File: src/hdl/irrt_pkg.sv
// Package for the I/O region reservation table.
// Holds shared widths, default sizes, operation and status codes and the compare result type.
// No dependencies.
`default_nettype none

package irrt_pkg;

  // Default sizing, handed down through top-level parameters
  localparam int unsigned TABLE_ENTRIES_DEF = 32;
  localparam int unsigned ADDR_WIDTH_DEF    = 16;

  // Fixed field widths of the request and response transfers
  localparam int unsigned REQ_TYPE_W = 2;
  localparam int unsigned STATUS_W   = 2;
  localparam int unsigned SLOT_IDX_W = 5;

  // Request operations; the remaining code is refused as busy
  typedef enum logic [REQ_TYPE_W-1:0] {
    OP_RESERVE = 2'd0,
    OP_CHECK   = 2'd1,
    OP_RELEASE = 2'd2
  } irrt_op_e;

  // Response status codes
  typedef enum logic [STATUS_W-1:0] {
    ST_OK      = 2'd0,
    ST_BUSY    = 2'd1,
    ST_FULL    = 2'd2,
    ST_NOMATCH = 2'd3
  } irrt_status_e;

  // Result of comparing one table entry against the request range
  typedef struct packed {
    logic overlap;
    logic match;
  } irrt_hit_t;

endpackage

`default_nettype wire

File: src/hdl/irrt_entry_cmp.sv
// Entry compare for the I/O region reservation table.
// Tests one stored range against the request range for overlap and exact match.
// Depends on irrt_pkg.
`default_nettype none

module irrt_entry_cmp import irrt_pkg::*; #(
  parameter int unsigned AddrW = ADDR_WIDTH_DEF
) (
  input  wire logic             entry_valid_i,
  input  wire logic [AddrW-1:0] entry_start_i,
  input  wire logic [AddrW:0]   entry_end_i,
  input  wire logic [AddrW-1:0] req_start_i,
  input  wire logic [AddrW+1:0] req_end_i,
  output irrt_hit_t             hit_o
);

  logic [AddrW+1:0] entry_start_ext;
  logic [AddrW:0]   req_start_ext;
  logic [AddrW+1:0] entry_end_ext;

  assign entry_start_ext = {2'b00, entry_start_i};
  assign req_start_ext   = {1'b0, req_start_i};
  assign entry_end_ext   = {1'b0, entry_end_i};

  // Half-open ranges overlap when each starts before the other ends
  assign hit_o.overlap = entry_valid_i && (entry_start_ext < req_end_i) &&
                         (req_start_ext < entry_end_i);

  // Same start and same end means same count; an empty request never matches
  assign hit_o.match = entry_valid_i && (entry_start_i == req_start_i) &&
                       (entry_end_ext == req_end_i);

endmodule

`default_nettype wire

File: src/hdl/io_region_reservation_table.sv
// I/O region reservation table, top level.
// Depends on irrt_pkg and irrt_entry_cmp.
//
// Usage: a request transfer (req_type_i, region_start_i, region_count_i) on the
// input channel asks to reserve a range, check a range, or release an exact
// range. Each request gives one response transfer (status_o, slot_index_o).
// Both channels move a transfer at a rising edge where valid is high and stall
// is low.
// One request is handled at a time; the input stalls from the request transfer
// until its result has passed the finish step. The walk goes over the entry
// memory, which has one read port: one entry is read and compared per cycle,
// then the result and the write-back are formed in the finish step.
// Reset clears all entry valid bits at once, so the table starts empty with no
// clearing pass. A response waits in the output register while the receiver
// stalls; the next request can still be taken and walked meanwhile, and its
// result holds in the finish step until the output register frees up.
`default_nettype none

module io_region_reservation_table import irrt_pkg::*; #(
  parameter int unsigned TABLE_ENTRIES = TABLE_ENTRIES_DEF,
  parameter int unsigned ADDR_WIDTH    = ADDR_WIDTH_DEF
) (
  input  wire logic                    clk_i,
  input  wire logic                    rst_ni,
  input  wire logic                    in_valid_i,
  output logic                         in_stall_o,
  input  wire logic [REQ_TYPE_W-1:0]   req_type_i,
  input  wire logic [ADDR_WIDTH-1:0]   region_start_i,
  input  wire logic [ADDR_WIDTH:0]     region_count_i,
  output logic                         out_valid_o,
  input  wire logic                    out_stall_i,
  output logic [STATUS_W-1:0]          status_o,
  output logic [SLOT_IDX_W-1:0]        slot_index_o
);

  localparam int unsigned IdxW = (TABLE_ENTRIES > 1) ? $clog2(TABLE_ENTRIES) : 1;
  localparam int unsigned CntW = $clog2(TABLE_ENTRIES + 1);
  localparam logic [ADDR_WIDTH+1:0] AddrSpan = {2'b01, {ADDR_WIDTH{1'b0}}};

  typedef enum logic [2:0] {
    S_IDLE = 3'b001,
    S_SCAN = 3'b010,
    S_FIN  = 3'b100
  } state_e;

  state_e state_q, state_d;

  // Request registers
  logic [REQ_TYPE_W-1:0] op_q;
  logic [ADDR_WIDTH-1:0] req_start_q;
  logic [ADDR_WIDTH:0]   req_count_q;
  logic [ADDR_WIDTH+1:0] req_end_q;

  // Walk counters and compare stage
  logic [CntW-1:0] rd_cnt_q, rd_cnt_d;
  logic            rd_issue;
  logic [IdxW-1:0] rd_idx;
  logic            cmp_vld_q;
  logic [IdxW-1:0] cmp_idx_q;
  logic            cmp_last;

  // Entry memory and valid bits
  logic [ADDR_WIDTH-1:0] slot_start_q [TABLE_ENTRIES];
  logic [ADDR_WIDTH:0]   slot_end_q   [TABLE_ENTRIES];
  logic [ADDR_WIDTH-1:0] rd_start_q;
  logic [ADDR_WIDTH:0]   rd_end_q;
  logic [TABLE_ENTRIES-1:0] valid_q;
  logic            mem_we;
  logic            vld_set;
  logic            vld_clr;

  // Accumulated walk results
  logic            free_found_q, free_found_d;
  logic [IdxW-1:0] free_idx_q, free_idx_d;
  logic            match_found_q, match_found_d;
  logic [IdxW-1:0] match_idx_q, match_idx_d;
  logic            overlap_q, overlap_d;

  irrt_hit_t hit;

  // Response
  logic                  out_valid_q;
  logic [STATUS_W-1:0]   status_q, status_d;
  logic [SLOT_IDX_W-1:0] slot_q, slot_d;
  logic                  in_xfer;
  logic                  fin_go;
  logic                  range_bad;

  assign in_stall_o   = (state_q != S_IDLE);
  assign in_xfer      = in_valid_i && !in_stall_o;
  assign out_valid_o  = out_valid_q;
  assign status_o     = status_q;
  assign slot_index_o = slot_q;

  assign rd_issue = (state_q == S_SCAN) && (rd_cnt_q < CntW'(TABLE_ENTRIES));
  assign rd_idx   = rd_cnt_q[IdxW-1:0];
  assign cmp_last = cmp_vld_q && (cmp_idx_q == IdxW'(TABLE_ENTRIES - 1));
  assign fin_go   = (state_q == S_FIN) && (!out_valid_q || !out_stall_i);
  assign range_bad = (req_count_q == '0) || (req_end_q > AddrSpan);

  irrt_entry_cmp #(
    .AddrW (ADDR_WIDTH)
  ) u_cmp (
    .entry_valid_i (valid_q[cmp_idx_q]),
    .entry_start_i (rd_start_q),
    .entry_end_i   (rd_end_q),
    .req_start_i   (req_start_q),
    .req_end_i     (req_end_q),
    .hit_o         (hit)
  );

  // Advance the state machine and the read counter
  always_comb begin
    state_d  = state_q;
    rd_cnt_d = rd_cnt_q;
    unique case (state_q)
      S_IDLE: begin
        if (in_xfer) begin
          state_d  = S_SCAN;
          rd_cnt_d = '0;
        end
      end
      S_SCAN: begin
        if (rd_issue) rd_cnt_d = rd_cnt_q + CntW'(1);
        if (cmp_last) state_d = S_FIN;
      end
      S_FIN: begin
        if (fin_go) state_d = S_IDLE;
      end
      default: state_d = S_IDLE;
    endcase
  end

  // Accumulate overlap, first free slot and first exact match
  always_comb begin
    free_found_d  = free_found_q;
    free_idx_d    = free_idx_q;
    match_found_d = match_found_q;
    match_idx_d   = match_idx_q;
    overlap_d     = overlap_q;
    if (in_xfer) begin
      free_found_d  = 1'b0;
      free_idx_d    = '0;
      match_found_d = 1'b0;
      match_idx_d   = '0;
      overlap_d     = 1'b0;
    end else if (cmp_vld_q) begin
      if (!free_found_q && !valid_q[cmp_idx_q]) begin
        free_found_d = 1'b1;
        free_idx_d   = cmp_idx_q;
      end
      if (!match_found_q && hit.match) begin
        match_found_d = 1'b1;
        match_idx_d   = cmp_idx_q;
      end
      if (hit.overlap) overlap_d = 1'b1;
    end
  end

  // Form the response and the write-back
  always_comb begin
    status_d = ST_BUSY;
    slot_d   = '0;
    mem_we   = 1'b0;
    vld_set  = 1'b0;
    vld_clr  = 1'b0;
    unique case (op_q)
      OP_RESERVE: begin
        if (!free_found_q) begin
          status_d = ST_FULL;
        end else if (!range_bad && !overlap_q) begin
          status_d = ST_OK;
          slot_d   = SLOT_IDX_W'(free_idx_q);
          mem_we   = fin_go;
          vld_set  = fin_go;
        end
      end
      OP_CHECK: begin
        status_d = (range_bad || overlap_q) ? ST_BUSY : ST_OK;
      end
      OP_RELEASE: begin
        if (match_found_q) begin
          status_d = ST_OK;
          slot_d   = SLOT_IDX_W'(match_idx_q);
          vld_clr  = fin_go;
        end else begin
          status_d = ST_NOMATCH;
        end
      end
      default: status_d = ST_BUSY;
    endcase
  end

  // Control registers
  always_ff @(posedge clk_i or negedge rst_ni) begin
    if (!rst_ni) begin
      state_q       <= S_IDLE;
      rd_cnt_q      <= '0;
      cmp_vld_q     <= 1'b0;
      out_valid_q   <= 1'b0;
      valid_q       <= '0;
      free_found_q  <= 1'b0;
      match_found_q <= 1'b0;
      overlap_q     <= 1'b0;
    end else begin
      state_q       <= state_d;
      rd_cnt_q      <= rd_cnt_d;
      cmp_vld_q     <= rd_issue;
      free_found_q  <= free_found_d;
      match_found_q <= match_found_d;
      overlap_q     <= overlap_d;
      if (fin_go) begin
        out_valid_q <= 1'b1;
      end else if (!out_stall_i) begin
        out_valid_q <= 1'b0;
      end
      if (vld_set) valid_q[free_idx_q] <= 1'b1;
      if (vld_clr) valid_q[match_idx_q] <= 1'b0;
    end
  end

  // Payload registers
  always_ff @(posedge clk_i) begin
    if (in_xfer) begin
      op_q        <= req_type_i;
      req_start_q <= region_start_i;
      req_count_q <= region_count_i;
      req_end_q   <= {2'b00, region_start_i} + {1'b0, region_count_i};
    end
    cmp_idx_q   <= rd_idx;
    free_idx_q  <= free_idx_d;
    match_idx_q <= match_idx_d;
    if (fin_go) begin
      status_q <= status_d;
      slot_q   <= slot_d;
    end
  end

  // Entry memory: one write port, one registered read port
  always_ff @(posedge clk_i) begin
    if (mem_we) begin
      slot_start_q[free_idx_q] <= req_start_q;
      slot_end_q[free_idx_q]   <= req_end_q[ADDR_WIDTH:0];
    end
    if (rd_issue) begin
      rd_start_q <= slot_start_q[rd_idx];
      rd_end_q   <= slot_end_q[rd_idx];
    end
  end

endmodule

`default_nettype wire

File: config.mk
export PLATFORM = sky130hd
export DESIGN_NAME = io_region_reservation_table
export DESIGN_NICKNAME = d
export VERILOG_FILES = /design/src/hdl/irrt_pkg.sv /design/src/hdl/irrt_entry_cmp.sv /design/src/hdl/io_region_reservation_table.sv
export SDC_FILE = /design/constraint.sdc
export NUM_CORES = 1
export LEC_CHECK = 0
export ABC_AREA = 0
export BUFFER_PORTS_ARGS = -buffer_cell sky130_fd_sc_hd__buf_4
export CORE_UTILIZATION = 35
export CTS_CLUSTER_DIAMETER = 40
export DETAILED_ROUTE_END_ITERATION = 10
export MAX_ROUTING_LAYER = met4
export PLACE_DENSITY = 0.45
export SYNTH_ARGS = -nofsm -noshare
export SYNTH_HDL_FRONTEND = slang
export SYNTH_SLANG_ARGS = --single-unit
File: constraint.sdc
create_clock -name clk_i -period 7.2 [get_ports clk_i]
set_clock_uncertainty 0.2 [all_clocks]
set_input_delay 1.44 -clock clk_i [delete_from_list [all_inputs] [get_ports clk_i]]
set_output_delay 1.44 -clock clk_i [all_outputs]
set_load 0.05 [all_outputs]
Word level (Yosys, flattened, before mapping) --
Memories as Yosys holds them, arrays and structs flattened. A register that Yosys moved wholly into a read port is not among the register bits. Cells that the tools add are included.
Cells by class: add/sub/neg operators 2, $mul 0, divide/modulo/power cells 0, magnitude comparators 9, eq/ne operators 14, shift operators 0, muxes and demuxes 42, bitwise gates (word level) 3, reductions and logical operators 38
Operators by type and width (count):
- two-way mux 32 bit | 2
- bitwise AND 32 bit | 1
- inverter 32 bit | 1
- OR 32 bit | 1
- two-way mux 1 bit | 23
- adder 16 x 17 -> 18 bit | 1
- == test 17 x 18 -> 1 bit | 1
- > comparator 18 x 17 -> 1 bit, second input constant | 1
- < comparator 16 x 18 -> 1 bit | 1
- < comparator 5 x 6 -> 1 bit, second input constant | 3
- logical NOT 17 bit | 1
- < comparator 16 x 17 -> 1 bit | 1
- == test 16 bit | 1
- two-way mux 5 bit | 3
- logical AND 1 bit | 13
- two-way mux 6 bit | 2
- case mux 6 bit (2 select lines) | 1
- demux 1 bit (select 5 bit) | 2
- >= comparator 5 x 1 -> 1 bit, second input constant | 2
- case mux 5 bit (2 select lines) | 1
- AND reduction 2 bit | 5
- nonzero test 2 bit | 5
- two-way mux 3 bit | 3
- case mux 3 bit (3 select lines) | 1
- other kinds (18) | 32
Word-level totals: bits in registers 121, latch bits 0, bits in writable memories 1056, bits in read-only memories 0, input port bits 39, output and inout bits 9, word-level logic and storage cells 127, memories kept 2
Memory list:
- slot_end_q | depth 32, width 17, rd ports 1, clocked after Yosys merged registers in 1, wr ports 1, line io_region_reservation_table.sv:64 | logic [ADDR_WIDTH:0] slot_end_q [TABLE_ENTRIES];
- slot_start_q | depth 32, width 16, rd ports 1, clocked after Yosys merged registers in 1, wr ports 1, line io_region_reservation_table.sv:63 | logic [ADDR_WIDTH-1:0] slot_start_q [TABLE_ENTRIES];

Depth between registers and ports, before layout --
depth after elaboration 10, gate-level depth with buffers 9

Modules after synthesis --
Synthesis repeated with hierarchy kept, for this count alone.
Second synthesis, totals: cells, all modules 2157, area, all modules 47809.6 um^2
Modules (own cells, without submodules):
- io_region_reservation_table | instances 1, cells an instance 2000, area an instance 46648.5 um^2, seq. area each 35955.7 um^2
- irrt_entry_cmp | instances 1, cells an instance 157, area an instance 1161.1 um^2, seq. area each 0.0 um^2

Worst setup path after synthesis --
No wires, ideal clock.
kind input -> register, start input out_stall_i, end memory slot_end_q[11][0] in the netlist's numbering (enable), library setup time 0.467 ns, arrival time 4.522 ns, slack 2.011 ns, stages on the path 5, cells stage by stage nand2_1 > and3_1 > nand4bb_1 > buf_2 > nor3_1
Between the ends: word-level cells in the longest chain between the ends 8
RTL lines:
- start, declared | line io_region_reservation_table.sv:31 | input wire logic out_stall_i,
- logical NOT 1 bit
- logical OR 1 bit | line io_region_reservation_table.sv:98 | assign fin_go = (state_q == S_FIN) && (!out_valid_q || !out_stall_i);
- logical AND 1 bit | line io_region_reservation_table.sv:98
- named net fin_go | line io_region_reservation_table.sv:86 | logic fin_go;
- two-way mux 1 bit | line io_region_reservation_table.sv:171 | end else if (!range_bad && !overlap_q) begin
- two-way mux 1 bit | line io_region_reservation_table.sv:169 | if (!free_found_q) begin
- two-way mux 1 bit | line io_region_reservation_table.sv:167 | unique case (op_q)
- two-way mux 1 bit | line io_region_reservation_table.sv:241 | if (mem_we) begin
- two-way mux 1 bit (not written as such) | line io_region_reservation_table.sv:243 | slot_end_q[free_idx_q] <= req_end_q[ADDR_WIDTH:0];
- end, declared | line io_region_reservation_table.sv:64
The timed path passes the listed nets, and every way through them passes these cells.

Final worst setup path --
start register req_end_q[3], end memory slot_start_q[8][11] in the netlist's numbering (enable)
Between the ends: word-level cells in the longest chain between the ends 9
RTL lines:
- start, declared | line io_region_reservation_table.sv:52 | logic [ADDR_WIDTH+1:0] req_end_q;
- start signal, assigned | line io_region_reservation_table.sv:228 | req_end_q <= {2'b00, region_start_i} + {1'b0, region_count_i};
- > comparator 18 x 17 -> 1 bit | line io_region_reservation_table.sv:99 | assign range_bad = (req_count_q == '0) || (req_end_q > AddrSpan);
- logical OR 1 bit | line io_region_reservation_table.sv:99
- logical NOT 1 bit | line io_region_reservation_table.sv:171
- logical AND 1 bit | line io_region_reservation_table.sv:171
- two-way mux 1 bit | line io_region_reservation_table.sv:171
- two-way mux 1 bit | line io_region_reservation_table.sv:169
- two-way mux 1 bit | line io_region_reservation_table.sv:167
- two-way mux 1 bit | line io_region_reservation_table.sv:241
- two-way mux 1 bit (not written as such) | line io_region_reservation_table.sv:242 | slot_start_q[free_idx_q] <= req_start_q;
- end, declared | line io_region_reservation_table.sv:63
Every way passes these cells.

==> results.toml <==
[outcome]
status = "finished clean"

[placed_design]
portBuffers = 47
placed_cells = 4022
gp_congestion = 0.8693
hpwlAfterDp_mm = 73.15

[timing]
max_freq_ghz = 0.1842
rsz0062_at_grt = "false"
fin_crit_ns = 5.430
hold_slack_ns = 0.3031
hold_violations = 0
drv_slew = 0
fin_crit_sh_pct = 75.41
worst_pin_slew_ns = 1.143
tns_ns = 0
slew_headroom_pct = 23.78
setup_viol = 0

[global_route]
antenna_found_initial = 6
grt_pass1_wl_mm = 178.5
grtUsageTotal_pct = 18.88
grt_remaining_overflow = 0
grt_start_max_net_pins = 83
first_global_vias = 24005

[yosys]
synth_cells = 2212
synth_ff_type = "edfxtp_1"
syn_area_um2 = 47780
netlist.area_leader.share_pct = 72.22
synth.distinct_cells = 67
yosysWarnings = 0
ys_ff_latch = 1210
syn_area_per_cell_um2 = 21.60
synth_edf_count = 1149
yosys-top-cells-area = "edfxtp_1, mux4_2, dfrtp_1"
seq_area_frac_synth_pct = 75.26
synth_top_area_cell = "edfxtp_1"
async_flop_share_pct = 3.802
synthesis.nets = 2299

[floorplanning]
rows = 135
die_y_um = 371.5
core-area_um2 = 135500
die_area_um2 = 138000
chipWidth_um = 371.5
pin_count = 48
start_util_pct = 35.27

[finish]
area_growth_pct = 18.73
drive_gt1_share_pct = 32.62
nNetsFinal = 2505
fin_util_pct = 41.87
final_cells = 4348

[routing]
antenna_left = 0
vias = 22978
drtIter0Drc = 1844
dr.pass1.iters = 5
viasPerCell = 5.285
drc = 0
wl_per_cell_um = 28.49
routed_wl_mm = 123.9

[pwr]
p_per_area_nw_per_um2 = 364.8
total_leakage_power_nw = 18.09
ir_worst_vdd_mv = 0.2821
power_mw = 20.69

[clock_tree]
clock_path_buffers = 3
cts_setup_buffers = 0
clock_sinks = 1210
clk_pin_slew_ns = 0.06
htree_levels = 4
cts_root_buffer = "clkbuf_16"
ctsHoldBuffers = 0
post_cts_resize_count = 0
cts_tree = "done"
cts_buffers = 175
clk_latency_ns = 0.77

[critical_path]
worstPathMaxFanout = 35
critPathLaunchType = "flip-flop"
cp-end-kind = "flip-flop"
worstPathRequired_ns = 7.42
worst_ep_arrival_time_ns = 5.65
crit_type = "reg -> reg"

[worst_hold_path]
worst_hold_path_type = "reg -> reg"

[flow_run]
drv_cap = 0
==> path summary, 6_finish.rpt <==
path / endpoint / from / cells after the start / slack [ns]
max: slot_start_q[8][11]$_DFFE_PP_ / req_end_q[3]$_DFFE_PP_ / 8 / 1.77
min: valid_q[14]$_DFF_PN0_ / valid_q[14]$_DFF_PN0_ / 2 / 0.30
max reg2reg: slot_start_q[8][11]$_DFFE_PP_ / req_end_q[3]$_DFFE_PP_ / 8 / 1.77
min reg2reg: valid_q[14]$_DFF_PN0_ / valid_q[14]$_DFF_PN0_ / 2 / 0.30
max in group asynchronous: rd_cnt_q[1]$_DFFE_PN0P_ / rst_ni / 1 / 5.72
min in group asynchronous: rd_cnt_q[0]$_DFFE_PN0P_ / rst_ni / 1 / 0.52
==> report_power, final <==
part / internal [mW] / total, mW / switching (mW) / leakage, nW
registers: 8.20 / 8.44 / 0.241 / 11.1
clock network: 5.23 / 8.42 / 3.19 / 2.79
logic: 1.72 / 3.83 / 2.11 / 4.21
==> stage by stage <==
step | instance area [µm²] | setup WS [ns]
floorplan | 47780 | 2.011
global placement | 50880 | 1.834
detailed placement | 50880 | 1.784
CTS | 56720 | 1.764
global route | 56720 | 1.658
finish | 56730 | 1.770
==> registers in the layout, indices dropped and copies added (netlist names) <==
register / count
req_end_q: 18
cmp_idx_q: 5
slot_start_q: 512
rd_cnt_q: 6
slot_index_o: 5
req_start_q: 16
out_valid_o: 1
rd_end_q: 17
state_q: 3
overlap_q: 1
free_idx_q: 5
op_q: 2
cmp_vld_q: 1
req_count_q: 17
match_idx_q: 5
free_found_q: 1
rd_start_q: 16
match_found_q: 1
status_o: 2
valid_q: 32
slot_end_q: 544
==> layer usage <==
layer | vias to the layer above | part of all wire [%] | global-route usage, %
li1 | 9724 | - | -
met1 | 12468 | 46 | 26.45
met2 | 615 | 47 | 28.70
met3 | 171 | 4.6 | 3.077
met4 | 0 | 1.9 | 4.950
met5 | - | 0 | -
==> Yosys cell counts, types with 7 or more instances <==
| cell type | n |
|---|---|
| nand2_1 | 47 |
| nand4_1 | 11 |
| a21oi_1 | 49 |
| nand3_1 | 18 |
| inv_1 | 48 |
| ha_1 | 47 |
| edfxtp_1 | 1149 |
| a21o_1 | 7 |
| o21ai_0 | 29 |
| a31oi_1 | 17 |
| mux4_2 | 336 |
| nor3_1 | 14 |
| clkbuf_1 | 65 |
| mux2i_1 | 7 |
| nor2_1 | 62 |
| xnor2_1 | 10 |
| dfrtp_1 | 45 |
| buf_1 | 11 |
| buf_2 | 23 |
| dfxtp_1 | 15 |
| mux2_2 | 37 |
| xor2_1 | 40 |
| o21a_1 | 7 |
| and3_1 | 7 |
| nor4_1 | 11 |
==> cell usage in the layout (no fill, tap or decap), drive strengths merged, types with 17 or more instances in the layout <==
cell and instances:
ha 47, mux2 37, clkbuf 201, buf 131, nand3 18, edfxtp 1149, nor2 62, inv 70
bufinv 17, clkinvlp 23, xor2 40, a31oi 17, mux4 336, clkinv 60, a21oi 51, nand2 47
dfrtp 45, o21ai 29
==> layout make-up <==
type	count	area [µm²]
Tap cell	1781	2228
Clock inverter	121	1234
Inverter	49	185.2
Sequential cell	1210	35970
Timing Repair Buffer	131	1059
Multi-Input combinational cell	851	11430
Fill cell	11775	78740
Antenna cell	4	10.01
Clock buffer	201	4603
==> worst max-delay path, stage by stage (launching register included) <==
cell and delay [ns]:
edfxtp_1 0.36, buf_4 0.26, or4_1 0.63, o41ai_2 0.33, o211ai_1 0.49, and4b_1 0.75, nand2_1 0.76, nor2_4 0.81
buf_4 0.44
==> kinds of logic (layout without fill, tap and decap cells) <==
logic type | count (synthesis) | in the layout | synth area share [%]
buffers and inverters | 151 | 502 | 1.286
XOR/XNOR | 50 | 50 | 0.9166
adder cells (fa/ha/maj) | 48 | 48 | 1.273
AND/OR/NAND/NOR | 221 | 221 | 2.370
multiplexers | 380 | 380 | 16.86
AO/OA/AOI/OAI | 152 | 152 | 2.038
other | 0 | 4 | 0
flip-flops | 1210 | 1210 | 75.26
Power figures use the tool's default switching activity.
